`src/hw/rtl/assert_macros.svh`:
```
// assertion helpers, compiled out for synthesis
`ifndef ASSERT_MACROS_SVH
`define ASSERT_MACROS_SVH

`ifndef SYNTHESIS

// property must hold at every clock edge out of reset
`define ASSERT_CLK(label, clk, rst_n, prop, msg) \
  label: assert property (@(posedge clk) disable iff (!rst_n) prop) else $error(msg);

// expression must never be true out of reset
`define ASSERT_NEVER(label, clk, rst_n, expr, msg) \
  label: assert property (@(posedge clk) disable iff (!rst_n) !(expr)) else $error(msg);

`else

`define ASSERT_CLK(label, clk, rst_n, prop, msg)
`define ASSERT_NEVER(label, clk, rst_n, expr, msg)

`endif

`endif

```
`src/hw/rtl/ppc_pkg.sv`:
```
`timescale 1ns / 1ps
`default_nettype none

package ppc_pkg;

  localparam int LOCK_W   = 10;
  localparam int TRACK_W  = 7;
  localparam int SEG_W    = 7;
  localparam int ACT_W    = 2;
  localparam int CFG_IDX_W = 2;
  localparam int CFG_W    = 10;

  localparam logic [ACT_W-1:0] ACT_TICK    = 2'd0;
  localparam logic [ACT_W-1:0] ACT_TRIGGER = 2'd1;
  localparam logic [ACT_W-1:0] ACT_END     = 2'd2;

  localparam logic [CFG_IDX_W-1:0] REG_TRIG_LOCKOUT  = 2'd0;
  localparam logic [CFG_IDX_W-1:0] REG_BTN_LOCKOUT   = 2'd1;
  localparam logic [CFG_IDX_W-1:0] REG_TRACK_CEILING = 2'd2;

  localparam logic [LOCK_W-1:0]  TRIG_LOCKOUT_RST  = 10'd80;
  localparam logic [LOCK_W-1:0]  BTN_LOCKOUT_RST   = 10'd200;
  localparam logic [TRACK_W-1:0] TRACK_CEILING_RST = 7'd99;

  localparam logic [SEG_W-1:0] SEG_ERR = 7'h79;

  // control into one lockout counter
  typedef struct packed {
    logic dec;
    logic try_press;
  } lock_ctl_t;

  typedef struct packed {
    logic [SEG_W-1:0] segments;
    logic             units_digit_on;
    logic             decimal_point;
  } disp_t;

  typedef struct packed {
    logic [TRACK_W-1:0] track;
    logic               playing;
    logic               load_request;
    logic               play_request;
    logic               stop_request;
    disp_t              disp;
  } res_t;

  function automatic logic [SEG_W-1:0] digit_pattern(input logic [3:0] d);
    logic [SEG_W-1:0] p;
    unique case (d)
      4'd0:    p = 7'h3F;
      4'd1:    p = 7'h06;
      4'd2:    p = 7'h5B;
      4'd3:    p = 7'h4F;
      4'd4:    p = 7'h66;
      4'd5:    p = 7'h6D;
      4'd6:    p = 7'h7D;
      4'd7:    p = 7'h07;
      4'd8:    p = 7'h7F;
      4'd9:    p = 7'h6F;
      default: p = SEG_ERR;
    endcase
    return p;
  endfunction

  // divide by ten through reciprocal, exact for 7-bit values
  function automatic logic [3:0] tens_of(input logic [TRACK_W-1:0] t);
    logic [14:0] prod;
    prod = {8'd0, t} * 15'd205;
    return prod[14:11];
  endfunction

endpackage

`default_nettype wire

```
`src/hw/rtl/player_panel_controller.sv`:
```
// channel | ports                                    | dir
// in      | in_valid, in_stall, in_action, in_*_pressed | beat into the block
// out     | out_valid, out_stall, out_track .. out_decimal_point | one beat per input beat
// cfg     | cfg_wr_en, cfg_index, cfg_wdata          | register write, no wait
// every input beat is worked in the cycle it is taken; its result beat is
// registered in the result register, or in the skid entry while that one is stalled
// a two-entry output (result register plus skid) keeps one beat per cycle
// flowing while out_stall stays low; in_stall rises only while both entries hold beats
// synchronous active-low reset clears counters, track, playing, scan digit
`timescale 1ns / 1ps
`default_nettype none

module player_panel_controller (
  input  wire logic                          clk,
  input  wire logic                          rst_n,
  input  wire logic                          in_valid,
  output logic                               in_stall,
  input  wire logic [ppc_pkg::ACT_W-1:0]     in_action,
  input  wire logic                          in_prev_pressed,
  input  wire logic                          in_next_pressed,
  input  wire logic                          in_stop_pressed,
  output logic                               out_valid,
  input  wire logic                          out_stall,
  output logic [ppc_pkg::TRACK_W-1:0]        out_track,
  output logic                               out_playing,
  output logic                               out_load_request,
  output logic                               out_play_request,
  output logic                               out_stop_request,
  output logic [ppc_pkg::SEG_W-1:0]          out_segments,
  output logic                               out_units_digit_on,
  output logic                               out_decimal_point,
  input  wire logic                          cfg_wr_en,
  input  wire logic [ppc_pkg::CFG_IDX_W-1:0] cfg_index,
  input  wire logic [ppc_pkg::CFG_W-1:0]     cfg_wdata
);
  import ppc_pkg::*;

  `include "assert_macros.svh"

  logic [LOCK_W-1:0]  trig_lockout_r, btn_lockout_r;
  logic [TRACK_W-1:0] track_ceiling_r;
  logic [TRACK_W-1:0] track_r, track_nxt, track_mid;
  logic               play_r, play_nxt;

  logic acc, tick, trig, end_act;
  logic trig_ok, prev_ok, next_ok, stop_ok;
  lock_ctl_t trig_ctl, prev_ctl, next_ctl, stop_ctl;
  disp_t disp;
  res_t  res;

  res_t out_r, out_nxt, skid_r, skid_nxt;
  logic out_valid_r, out_valid_nxt, skid_valid_r, skid_valid_nxt;
  logic out_pop;

  assign in_stall = skid_valid_r;
  assign acc      = in_valid && !in_stall;
  assign tick     = acc && (in_action == ACT_TICK);
  assign trig     = acc && (in_action == ACT_TRIGGER);
  assign end_act  = acc && (in_action == ACT_END);

  // configuration
  always_ff @(posedge clk) begin
    if (!rst_n) begin
      trig_lockout_r  <= TRIG_LOCKOUT_RST;
      btn_lockout_r   <= BTN_LOCKOUT_RST;
      track_ceiling_r <= TRACK_CEILING_RST;
    end else if (cfg_wr_en) begin
      unique case (cfg_index)
        REG_TRIG_LOCKOUT:  trig_lockout_r  <= cfg_wdata;
        REG_BTN_LOCKOUT:   btn_lockout_r   <= cfg_wdata;
        REG_TRACK_CEILING: track_ceiling_r <= cfg_wdata[TRACK_W-1:0];
        default: ;
      endcase
    end
  end

  assign trig_ctl = '{dec: tick, try_press: trig};
  assign prev_ctl = '{dec: tick, try_press: tick && in_prev_pressed};
  assign next_ctl = '{dec: tick, try_press: tick && in_next_pressed};
  assign stop_ctl = '{dec: tick, try_press: tick && in_stop_pressed};

  ppc_lockout u_trig (.clk, .rst_n, .ctl(trig_ctl), .reload(trig_lockout_r), .accept(trig_ok));
  ppc_lockout u_prev (.clk, .rst_n, .ctl(prev_ctl), .reload(btn_lockout_r),  .accept(prev_ok));
  ppc_lockout u_next (.clk, .rst_n, .ctl(next_ctl), .reload(btn_lockout_r),  .accept(next_ok));
  ppc_lockout u_stop (.clk, .rst_n, .ctl(stop_ctl), .reload(btn_lockout_r),  .accept(stop_ok));

  // previous acts before next
  always_comb begin
    track_mid = track_r;
    if (prev_ok && track_r != '0) begin
      track_mid = track_r - TRACK_W'(1);
    end
    track_nxt = track_mid;
    if (next_ok && track_mid < track_ceiling_r) begin
      track_nxt = track_mid + TRACK_W'(1);
    end
  end

  always_comb begin
    play_nxt = play_r;
    if (trig_ok) begin
      play_nxt = 1'b1;
    end else if (end_act || stop_ok) begin
      play_nxt = 1'b0;
    end
  end

  always_ff @(posedge clk) begin
    if (!rst_n) begin
      track_r <= '0;
      play_r  <= 1'b0;
    end else begin
      track_r <= track_nxt;
      play_r  <= play_nxt;
    end
  end

  ppc_display u_disp (
    .clk, .rst_n, .tick, .track(track_nxt), .playing(play_nxt), .disp
  );

  always_comb begin
    res.track        = track_nxt;
    res.playing      = play_nxt;
    res.load_request = prev_ok || next_ok;
    res.play_request = trig_ok;
    res.stop_request = play_r && (trig_ok || end_act || stop_ok);
    res.disp         = disp;
  end

  // result register with skid entry
  assign out_pop = out_valid_r && !out_stall;

  always_comb begin
    out_nxt        = out_r;
    out_valid_nxt  = out_valid_r;
    skid_nxt       = skid_r;
    skid_valid_nxt = skid_valid_r;
    if (out_pop || !out_valid_r) begin
      if (skid_valid_r) begin
        out_nxt        = skid_r;
        out_valid_nxt  = 1'b1;
        skid_nxt       = res;
        skid_valid_nxt = acc;
      end else begin
        out_nxt       = res;
        out_valid_nxt = acc;
      end
    end else if (acc) begin
      skid_nxt       = res;
      skid_valid_nxt = 1'b1;
    end
  end

  always_ff @(posedge clk) begin
    if (!rst_n) begin
      out_valid_r  <= 1'b0;
      skid_valid_r <= 1'b0;
    end else begin
      out_valid_r  <= out_valid_nxt;
      skid_valid_r <= skid_valid_nxt;
    end
  end

  always_ff @(posedge clk) begin
    out_r  <= out_nxt;
    skid_r <= skid_nxt;
  end

  assign out_valid          = out_valid_r;
  assign out_track          = out_r.track;
  assign out_playing        = out_r.playing;
  assign out_load_request   = out_r.load_request;
  assign out_play_request   = out_r.play_request;
  assign out_stop_request   = out_r.stop_request;
  assign out_segments       = out_r.disp.segments;
  assign out_units_digit_on = out_r.disp.units_digit_on;
  assign out_decimal_point  = out_r.disp.decimal_point;

  `ASSERT_NEVER(a_skid_without_out, clk, rst_n, skid_valid_r && !out_valid_r, "skid holds a beat ahead of the result register")
  `ASSERT_CLK(a_end_stops, clk, rst_n, end_act |=> !play_r, "end of data left playback running")
  `ASSERT_CLK(a_stop_req_playing, clk, rst_n, (acc && res.stop_request) |-> play_r, "stop request while idle")
  `ASSERT_CLK(a_trig_plays, clk, rst_n, trig_ok |=> play_r, "accepted trigger did not start playback")

endmodule

`default_nettype wire

```
`src/hw/rtl/ppc_lockout.sv`:
```
`timescale 1ns / 1ps
`default_nettype none

module ppc_lockout (
  input  wire logic                 clk,
  input  wire logic                 rst_n,
  input  wire ppc_pkg::lock_ctl_t   ctl,
  input  wire logic [ppc_pkg::LOCK_W-1:0] reload,
  output logic                      accept
);
  import ppc_pkg::*;

  logic [LOCK_W-1:0] count_r, count_nxt;
  logic              idle;

  assign idle   = (count_r == '0);
  assign accept = idle && ctl.try_press;

  always_comb begin
    count_nxt = count_r;
    if (accept) begin
      count_nxt = reload;
    end else if (!idle && ctl.dec) begin
      count_nxt = count_r - LOCK_W'(1);
    end
  end

  always_ff @(posedge clk) begin
    if (!rst_n) begin
      count_r <= '0;
    end else begin
      count_r <= count_nxt;
    end
  end

endmodule

`default_nettype wire

```
`src/hw/rtl/ppc_display.sv`:
```
`timescale 1ns / 1ps
`default_nettype none

module ppc_display (
  input  wire logic                      clk,
  input  wire logic                      rst_n,
  input  wire logic                      tick,
  input  wire logic [ppc_pkg::TRACK_W-1:0] track,
  input  wire logic                      playing,
  output ppc_pkg::disp_t                 disp
);
  import ppc_pkg::*;

  logic       scan_r;
  logic [3:0] tens;
  logic [3:0] units;
  logic [6:0] tens_x10;

  assign tens     = tens_of(track);
  assign tens_x10 = 7'({tens, 3'b000} + {2'b00, tens, 1'b0});
  assign units    = 4'(track - tens_x10);

  always_comb begin
    disp = '0;
    if (tick) begin
      disp.units_digit_on = scan_r;
      if (scan_r) begin
        disp.segments      = digit_pattern(units);
        disp.decimal_point = playing;
      end else begin
        disp.segments = digit_pattern(tens);
      end
    end
  end

  always_ff @(posedge clk) begin
    if (!rst_n) begin
      scan_r <= 1'b0;
    end else if (tick) begin
      scan_r <= ~scan_r;
    end
  end

endmodule

`default_nettype wire

```
`config.mk`:
```
export PLATFORM = sky130hd
export DESIGN_NAME = player_panel_controller
export DESIGN_NICKNAME = d
export VERILOG_FILES = /design/src/hw/rtl/ppc_pkg.sv /design/src/hw/rtl/player_panel_controller.sv /design/src/hw/rtl/ppc_lockout.sv /design/src/hw/rtl/ppc_display.sv
export VERILOG_INCLUDE_DIRS = /design/src /design/src/hw/rtl
export SDC_FILE = /design/constraint.sdc
export NUM_CORES = 1
export LEC_CHECK = 0
export BUFFER_PORTS_ARGS = -buffer_cell sky130_fd_sc_hd__buf_2
export CAP_MARGIN = 20
export CORE_UTILIZATION = 50
export CTS_CLUSTER_DIAMETER = 40
export DETAILED_ROUTE_END_ITERATION = 12
export PLACE_DENSITY = 0.68
export SLEW_MARGIN = 20
export SYNTH_ARGS = -nofsm -noshare
export SYNTH_HDL_FRONTEND = slang
export SYNTH_HIERARCHICAL = 1
export SYNTH_SLANG_ARGS = --single-unit
```
`constraint.sdc`:
```
create_clock -name clk -period 14.3 [get_ports clk]
set_input_delay 1.43 -clock clk [delete_from_list [all_inputs] [get_ports clk]]
set_output_delay 1.43 -clock clk [all_outputs]
set_load 0.03 [all_outputs]
```
==> flow_summary.toml, run 1 <==
[synth]
async_flop_share = 0
synth_edf_count = 40
synth_cell_types = 80
synth_flop_cell = "dfxtp_1"
ys_seq_elements = 118
synth_nets = 879
synth_cells = 786
ys_warn_count = 6
synth.avg_cell_area_sq_um = 9.52
yosysSeqAreaShare = 0.369
syn_area_sq_um = 7480

[floorplanning]
core_sq_um = 14600
rows = 44
fp.dieH_um = 124
initial_core_util = 0.513
io_pins = 44
die_area_sq_um = 15500
fp.dieW_um = 124

[timing]
max_slew_margin = 0.484
finClkSkew_ns = 0.00458
fmax_mhz = 92.9
fin_ws_ns = 3.54
timing.final.hold_violations = 0
layout_min_cycle_time_ns = 10.76
timing.final.crit_share = 0.752
tns_ns = 0
maxSlewViolCount = 0
setup-violations-final = 0
worstMarginPinSlew_ns = 0.775
rsz0062_at_grt = "false"

[grt]
grt_overflow = 0
grt_pass1_wl_um = 27900
antenna_found_initial = 0
grt_pass1_vias = 5653
grt_max_degree = 39
track_usage = 0.225

[setup_path]
rr_startpoint = "in_stall"
critical_path_depth = 36
r2r_cells = 36
crit_top_cell = "ha_1"
cp_num_buf_inv = 5
critPathKind = "flip-flop to flip-flop"
path_max_fanout = 31
required_ns = 14.47
r2r-end = "out_segments[4]"
rrSetupSlack_ns = 3.54
startpoint_type = "flip-flop"
crit_path_top_delay_cell = "inv_1"
cp-end-kind = "flip-flop"
cp_top_family = "compound AO/OA/AOI/OAI gates"
critPathMaxStageDelay_ns = 0.57
crit_arrival_ns = 10.93

[cts]
cts_tree = "done"
cts_sinks = 118
cts_buffers = 17
clk_latency_ns = 0.41
post-cts-setup-buffers = 0
cts_resized = 0
cts_buffer_depth = 2
clk_pin_slew_ns = 0.05
cts_hold_buffers = 0
cts-root-buf = "clkbuf_16"
h-tree-depth = 4

[cells_and_area]
regArea_sq_um = 2760
multi_input_area_sq_um = 4410
final_core_util = 0.583
final_cell_mix = "nand2_1 (82), dfxtp_1 (78), ha_1 (63)"
syn2layout_area_growth_pct = 13.7
n_antenna_cell = 0
drive_gt1_frac = 0.165
final_common_cell = "nand2_1"
fillers = 1243
nets = 928

[place]
routabilityCongestion = 0.948
dp_slack_ns = 3.36
dp_hpwl_um = 12300
port_buffers = 43

[drt]
drc = 0
viasPerCell = 5.82
vias = 6006
drtIter0Drc = 505
routedWlPerCell_um = 16.6
ant_nets = 0
routed_wl_um = 17100
dr.pass1.iters = 5

[min_path]
min_path_type = "flip-flop to flip-flop"
hold_depth = 2
whs_endpoint = "u_trig/count_r[4]"
worstHoldStart = "trig_lockout_r[4]"

[power]
finalPower_mw = 1.16
power.leakage_nw = 3.73
ir_worst_vdd_uv = 90.6
cellPowerDensity_nw_per_um2 = 137

[run]
max-cap-violations = 0

[run_status]
status = "finished clean"
==> routing by layer <==
layer	up-vias	track usage	routed length (um)
li1	2956	-	-
met1	2851	0.296	7800
met2	171	0.362	8050
met3	28	0.0430	912
met4	0	0.0900	388
met5	-	0	0
==> kinds of logic after synthesis <==
logic type / count (synthesis) / synth area share
AO/OA/AOI/OAI: 167 / 0.156
XOR/XNOR: 20 / 0.0319
adder cells (fa/ha/maj): 71 / 0.127
buffers and inverters: 79 / 0.0457
flip-flops: 118 / 0.369
multiplexers: 44 / 0.0630
AND/OR/NAND/NOR: 287 / 0.208
==> cell type report <==
class                      instances  area share
tap                              184      0.0271
clock inverter                    13      0.0212
timing repair buffer              47      0.0288
sequential                       118       0.325
inverter                          62      0.0281
clock buffer                      19      0.0521
multi-input combinational        589       0.518
==> worst register-to-register path, delay by kind of cell (launching register included) <==
kind | cells | cell delay [ns]
AO/OA/AOI/OAI | 11 | 2.70
AND/OR/NAND/NOR | 9 | 1.81
adder cells (fa/ha/maj) | 7 | 2.68
flip-flops | 1 | 0.54
XOR/XNOR | 3 | 1.28
buffers and inverters | 5 | 1.24
multiplexers | 1 | 0.27
==> power by group <==
group | total, mW | internal, mW | switching, mW
combinational | 0.299 | 0.123 | 0.177
clock | 0.446 | 0.295 | 0.151
sequential | 0.418 | 0.383 | 0.0348
==> how the worst max path moves through the flow <==
stage | startpoint | to | slack, ns
floorplan | in_valid | out_segments[4] | 3.50
global placement | in_valid | out_segments[4] | 3.67
detailed placement | in_valid | out_segments[4] | 3.36
CTS | in_stall | out_segments[4] | 3.63
global route | in_stall | out_segments[4] | 2.71
finish | in_stall | out_segments[4] | 3.54
==> registers in the layout, indices dropped and copies added, names as in the netlist <==
name,count
skid_r,20
btn_lockout_r,10
trig_lockout_r,10
u_next/count_r,10
u_prev/count_r,10
u_stop/count_r,10
u_trig/count_r,10
out_segments,7
out_track,7
track_ceiling_r,7
track_r,7
in_stall,1
out_decimal_point,1
out_load_request,1
out_play_request,1
out_playing,1
out_stop_request,1
out_units_digit_on,1
out_valid,1
play_r,1
u_disp/scan_r,1
==> cell usage after synthesis (9+ instances only) <==
cell / number / area (sq um)
inv_1: 57 / 214
and2_1: 20 / 125
nand4_1: 9 / 56.3
nor3_1: 27 / 135
mux2i_1: 22 / 220
nand3_1: 9 / 45.0
or3_1: 12 / 75.1
clkbuf_1: 9 / 33.8
mux2_2: 21 / 236
o21a_1: 10 / 75.1
a211oi_1: 15 / 113
dfxtp_1: 78 / 1560
nor2_1: 51 / 191
ha_1: 63 / 788
a21oi_1: 45 / 225
o21ai_0: 34 / 170
edfxtp_1: 40 / 1200
nor4_1: 16 / 100
xnor2_1: 10 / 87.6
nand2_1: 82 / 308
==> through the flow <==
stage          cells  area, sq um  hold slack [ns]
6_report        1032         8510            0.462
5_1_grt         1032         8510            0.495
4_1_cts         1032         8490            0.457
3_5_place_dp    1000         7870            0.449
3_3_place_gp    1000         7870            0.451
2_1_floorplan    786         7480            0.436
No activity file was read; power rests on OpenSTA's default activity.
==> inputs of run 2 (changes only) <==
Settings changed: ABC_AREA set to 1, PLACE_DENSITY 0.68 to 0.67.
Clock period 14.3 ns to 10.2 ns, I/O delays scaled along.
==> flow_summary.toml, run 2 <==
[synth]
synthDominantCellAreaShare = 0.189
synth_cell_types = 41
ys_warn_count = 6
async_flop_share = 0
yosysSeqAreaShare = 0.334
synth.avg_cell_area_sq_um = 7.19
synth_cells = 1150
synth.largest_area_cell = "dfxtp_1"
synth_most_common_cell = "nand2_1"
synth_nets = 1243
synth_edf_count = 40
yosys-top-cells-count = "nand2_1 (307), inv_1 (154), nor2_1 (142), nand3_1 (86), dfxtp_1 (78)"
ys_top_cells_by_area = "dfxtp_1 (19%), edfxtp_1 (15%), nand2_1 (14%), ha_1 (9.5%), inv_1 (7.0%)"
syn_area_sq_um = 8270
synth_flop_cell = "dfxtp_1"
ys_seq_elements = 118

[drt]
vias = 7254
drc = 0
drtIter0Drc = 393
dr.pass1.iters = 4
routedWlPerCell_um = 12.9
ant_nets = 0
viasPerCell = 5.06
routed_wl_um = 18500

[cells_and_area]
nets = 1299
largest_register = "skid_r"
final_core_util = 0.582
largest_register_ffs = 20
final_cell_count_no_fill = 1435
syn2layout_area_growth_pct = 12.6
n_antenna_cell = 0
final_cell_mix = "nand2_1 (307), inv_1 (154), nor2_1 (142)"
drive_gt1_frac = 0.144
final_common_cell = "nand2_1"
fin_area_sq_um = 9310

[power]
seq_power_share = 0.319
comb_power_share = 0.372
power.leakage_nw = 4.86
ir_worst_vdd_uv = 125
power_switching_uw = 737
clkPwrFrac = 0.309
switching_share = 0.402
intPower_mw = 1.10
cellPowerDensity_nw_per_um2 = 197

[timing]
setup-violations-final = 0
finClkSkew_ns = 0.0143
timing.final.crit_share = 0.844
maxSlewViolCount = 0
timing.final.hold_violations = 0
layout_min_cycle_time_ns = 8.61
worstMarginPinSlew_ns = 1.08
whs_ns = 0.468
fmax_mhz = 116
tns_ns = 0
max_slew_margin = 0.274
rsz0062_at_grt = "false"

[grt]
grt_pass1_wl_um = 30600
antenna_found_initial = 0
track_usage = 0.227
grt_pass1_vias = 6580
grt_overflow = 0
grt_max_degree = 62

[min_path]
min_path_type = "flip-flop to flip-flop"

[cts]
cts_resized = 0
clk_latency_ns = 0.42
cts_sinks = 118
cts-root-buf = "clkbuf_16"
cts_buffers = 17
post-cts-setup-buffers = 0
clk_pin_slew_ns = 0.06
h-tree-depth = 4
cts_hold_buffers = 0
cts_tree = "done"
cts_buffer_depth = 2

[setup_path]
cp-end-kind = "flip-flop"
path_max_fanout = 25
startpoint_type = "flip-flop"
critPathKind = "flip-flop to flip-flop"
crit_path_top_delay_cell = "dfxtp_1"
crit_top_cell = "nand2_1"
critPathMaxStageDelay_ns = 0.60
required_ns = 10.38
crit_arrival_ns = 8.79

[floorplanning]
core_sq_um = 16000
initial_core_util = 0.517
die_area_sq_um = 17100
io_pins = 44
rows = 46
fp.dieH_um = 131
fp.dieW_um = 131

[run_status]
status = "finished clean"

[place]
placed_area_sq_um = 8750
dp_hpwl_um = 13900
routabilityCongestion = 0.883
dp.cells = 1403
port_buffers = 43

[run]
max-cap-violations = 0
==> run 2: cell types whose count changed in the layout (fill, tap and decap cells not counted), moves of 19 or more <==
cell	change
nand2_1	+225
and2_1	-20
nor2_1	+91
inv_1	+97
nand2_2	+19
mux2i_1	-22
nor2_2	+19
nand3_1	+77
mux2_2	-21
o21ai_0	+36
==> run 2: critical path, delay by kind of cell, from the launching register on <==
family	cells	cell delay [ns]
AND/OR/NAND/NOR	23	3.38
adder cells (fa/ha/maj)	7	2.18
buffers and inverters	8	1.06
AO/OA/AOI/OAI	2	0.64
flip-flops	1	0.60
XOR/XNOR	2	0.50
==> run 2: final timing paths <==
kind                      from                end  slack (ns)  cells after the start
max                   in_stall    out_segments[3]        1.59                     42
min          trig_lockout_r[6]  trig_lockout_r[6]        0.47                      2
max reg2reg           in_stall    out_segments[3]        1.59                     42
min reg2reg  trig_lockout_r[6]  trig_lockout_r[6]        0.47                      2
==> run 2: power groups by stage <==
stage               Combinational (mW)  Sequential, mW  Clock, mW
floorplan                        0.542           0.600          0
global placement                 0.669           0.594          0
detailed placement               0.675           0.594          0
CTS                              0.681           0.584      0.575
global route                     0.778           0.593      0.593
finish                           0.682           0.585      0.567
==> run 2: per-layer routing <==
metal  part of all wire  global-route usage  up-vias  routed length, um
li1                   -                   -     3797                  -
met1               0.48               0.299     3301               8800
met2               0.47               0.380      135               8760
met3              0.034              0.0346       21                635
met4              0.015              0.0764        0                278
met5                  0                   0        -                  0
==> run 2: cell type report <==
class | instances | area, sq um
multi-input combinational | 850 | 4800
timing repair buffer | 46 | 238
inverter | 173 | 674
fill | 1569 | 6690
tap | 216 | 270
clock inverter | 15 | 134
sequential | 118 | 2760
clock buffer | 17 | 425
==> run 2: kinds of logic after synthesis <==
group | share of synthesized area
adder cells (fa/ha/maj) | 0.115
buffers and inverters | 0.0856
AND/OR/NAND/NOR | 0.370
flip-flops | 0.334
AO/OA/AOI/OAI | 0.0769
XOR/XNOR | 0.0185
==> run 2: metrics by stage <==
stage          worst slack, ns  power, mW
3_5_place_dp              1.19       1.27
3_3_place_gp              1.40       1.26
2_1_floorplan            0.343       1.14
5_1_grt                  0.636       1.96
6_report                  1.59       1.83
4_1_cts                   1.55       1.84
==> inputs of run 3 (changes only) <==
Settings changed: PLACE_DENSITY 0.67 to 0.7.
Clock period 10.2 ns to 7.9 ns, I/O delays scaled along.
==> flow_summary.toml, run 3 (same netlist as run 2, synthesis figures left out) <==
[setup_path]
startpoint_type = "input pin"
r2r_cells = 41
cp-end-kind = "flip-flop"
r2r-end = "out_segments[3]"
crit_path_top_delay_cell = "fa_1"
critPathMaxStageDelay_ns = 0.47
crit_path_start = "in_valid"
crit_top_cell = "nand2_1"
path_max_fanout = 7
rrSetupSlack_ns = 0.73
critPathKind = "input pin to flip-flop"
required_ns = 8.08
rr_startpoint = "in_stall"
crit_arrival_ns = 7.55

[timing]
layout_min_cycle_time_ns = 7.37
tns_ns = 0
rsz0062_at_grt = "false"
fmax_mhz = 136
max_slew_margin = 0.333
finClkSkew_ns = 0.00929
worstMarginPinSlew_ns = 0.998
timing.final.hold_violations = 0
fin_ws_ns = 0.532
maxSlewViolCount = 0
timing.final.crit_share = 0.933
setup-violations-final = 0

[place]
port_buffers = 43
dp_hpwl_um = 14400
routabilityCongestion = 0.894
dp_slack_ns = -0.0764
placed_area_sq_um = 8940
dp.cells = 1410

[drt]
dr.pass1.iters = 5
ant_nets = 0
drc = 0
drtIter0Drc = 437
vias = 7313
routed_wl_um = 19200
viasPerCell = 5.07
routedWlPerCell_um = 13.3

[cells_and_area]
fin_area_sq_um = 9560
n_antenna_cell = 0
largest_register_ffs = 20
final_cell_mix = "nand2_1 (305), inv_1 (146), nor2_1 (140)"
syn2layout_area_growth_pct = 15.6
final_common_cell = "nand2_1"
nets = 1307
final_cell_count_no_fill = 1443
drive_gt1_frac = 0.167
largest_register = "skid_r"

[run_status]
status = "finished clean"

[floorplanning]
core_sq_um = 16000
rows = 46
die_area_sq_um = 17100
fp.dieH_um = 131
initial_core_util = 0.517
io_pins = 44
fp.dieW_um = 131

[cts]
cts_buffer_depth = 2
cts_sinks = 118
cts_buffers = 17
h-tree-depth = 4
cts_tree = "done"
cts_hold_buffers = 0
clk_pin_slew_ns = 0.06
cts-root-buf = "clkbuf_16"
clk_latency_ns = 0.42

[min_path]
worstHoldStart = "track_ceiling_r[3]"
hold_depth = 2
min_path_type = "flip-flop to flip-flop"
whs_endpoint = "track_ceiling_r[3]"

[power]
power.leakage_nw = 4.91
cellPowerDensity_nw_per_um2 = 252
ir_worst_vdd_uv = 190

[grt]
grt_overflow = 0
antenna_found_initial = 0
grt_pass1_vias = 6842
grt_pass1_wl_um = 32100
track_usage = 0.241
grt_max_degree = 62

[run]
max-cap-violations = 0
## run 3: final cells by class
class	instances	area [sq um]
inverters	173	679
clock buffers	18	429
multi-input cells	850	4960
clock inverters	14	153
repair buffers	54	298
well taps	216	270
flip-flops and latches	118	2760
fillers	1491	6440
## run 3: how the worst max path moves through the flow
stage	endpoint	slack [ns]	depth (start not counted)
3_3_place_gp	out_segments[3]	0.02	45
6_report	out_segments[3]	0.53	43
5_1_grt	out_segments[3]	0.001	45
2_1_floorplan	out_segments[6]	0.01	42
3_5_place_dp	out_segments[3]	-0.08	45
4_1_cts	out_segments[3]	0.34	45
## run 3: metrics by stage
stage	util	hold WS (ns)	power (mW)
after floorplan	-	0.429	1.48
after global placement	0.559	0.440	1.65
after detailed placement	0.559	0.451	1.65
after CTS	0.595	0.464	2.42
after global routing	0.597	0.488	2.58
final	0.597	0.458	2.41
## run 3: worst max-delay path: cells and delay by family
kind | cells | cell delay, ns
compound gates | 3 | 0.48
xor+xnor | 1 | 0.18
fa+ha+maj | 8 | 2.56
buf+inv | 10 | 1.05
simple gates | 21 | 2.47
## run 3: timing repair
item | 4_1_cts | 5_1_grt
endpoints found under the setup margin | 0 | 13
gates resized for setup | 0 | 5
hold endpoints to repair | 0 | 0
buffers inserted | 0 | 1
## run 3: report_power, final
part / internal (mW) / switching (mW) / leakage [nW]
registers: 0.695 / 0.0601 / 1.05
logic: 0.314 / 0.578 / 3.59
clock network: 0.466 / 0.297 / 0.273
## run 3: per-layer routing
| layer | GRT usage | wire length, um | vias to the layer above |
|---|---|---|---|
| met2 | 0.418 | 9190 | 140 |
| met5 | 0 | 0 | - |
| li1 | - | - | 3811 |
| met1 | 0.304 | 9010 | 3334 |
| met4 | 0.0798 | 329 | 0 |
| met3 | 0.0391 | 683 | 28 |
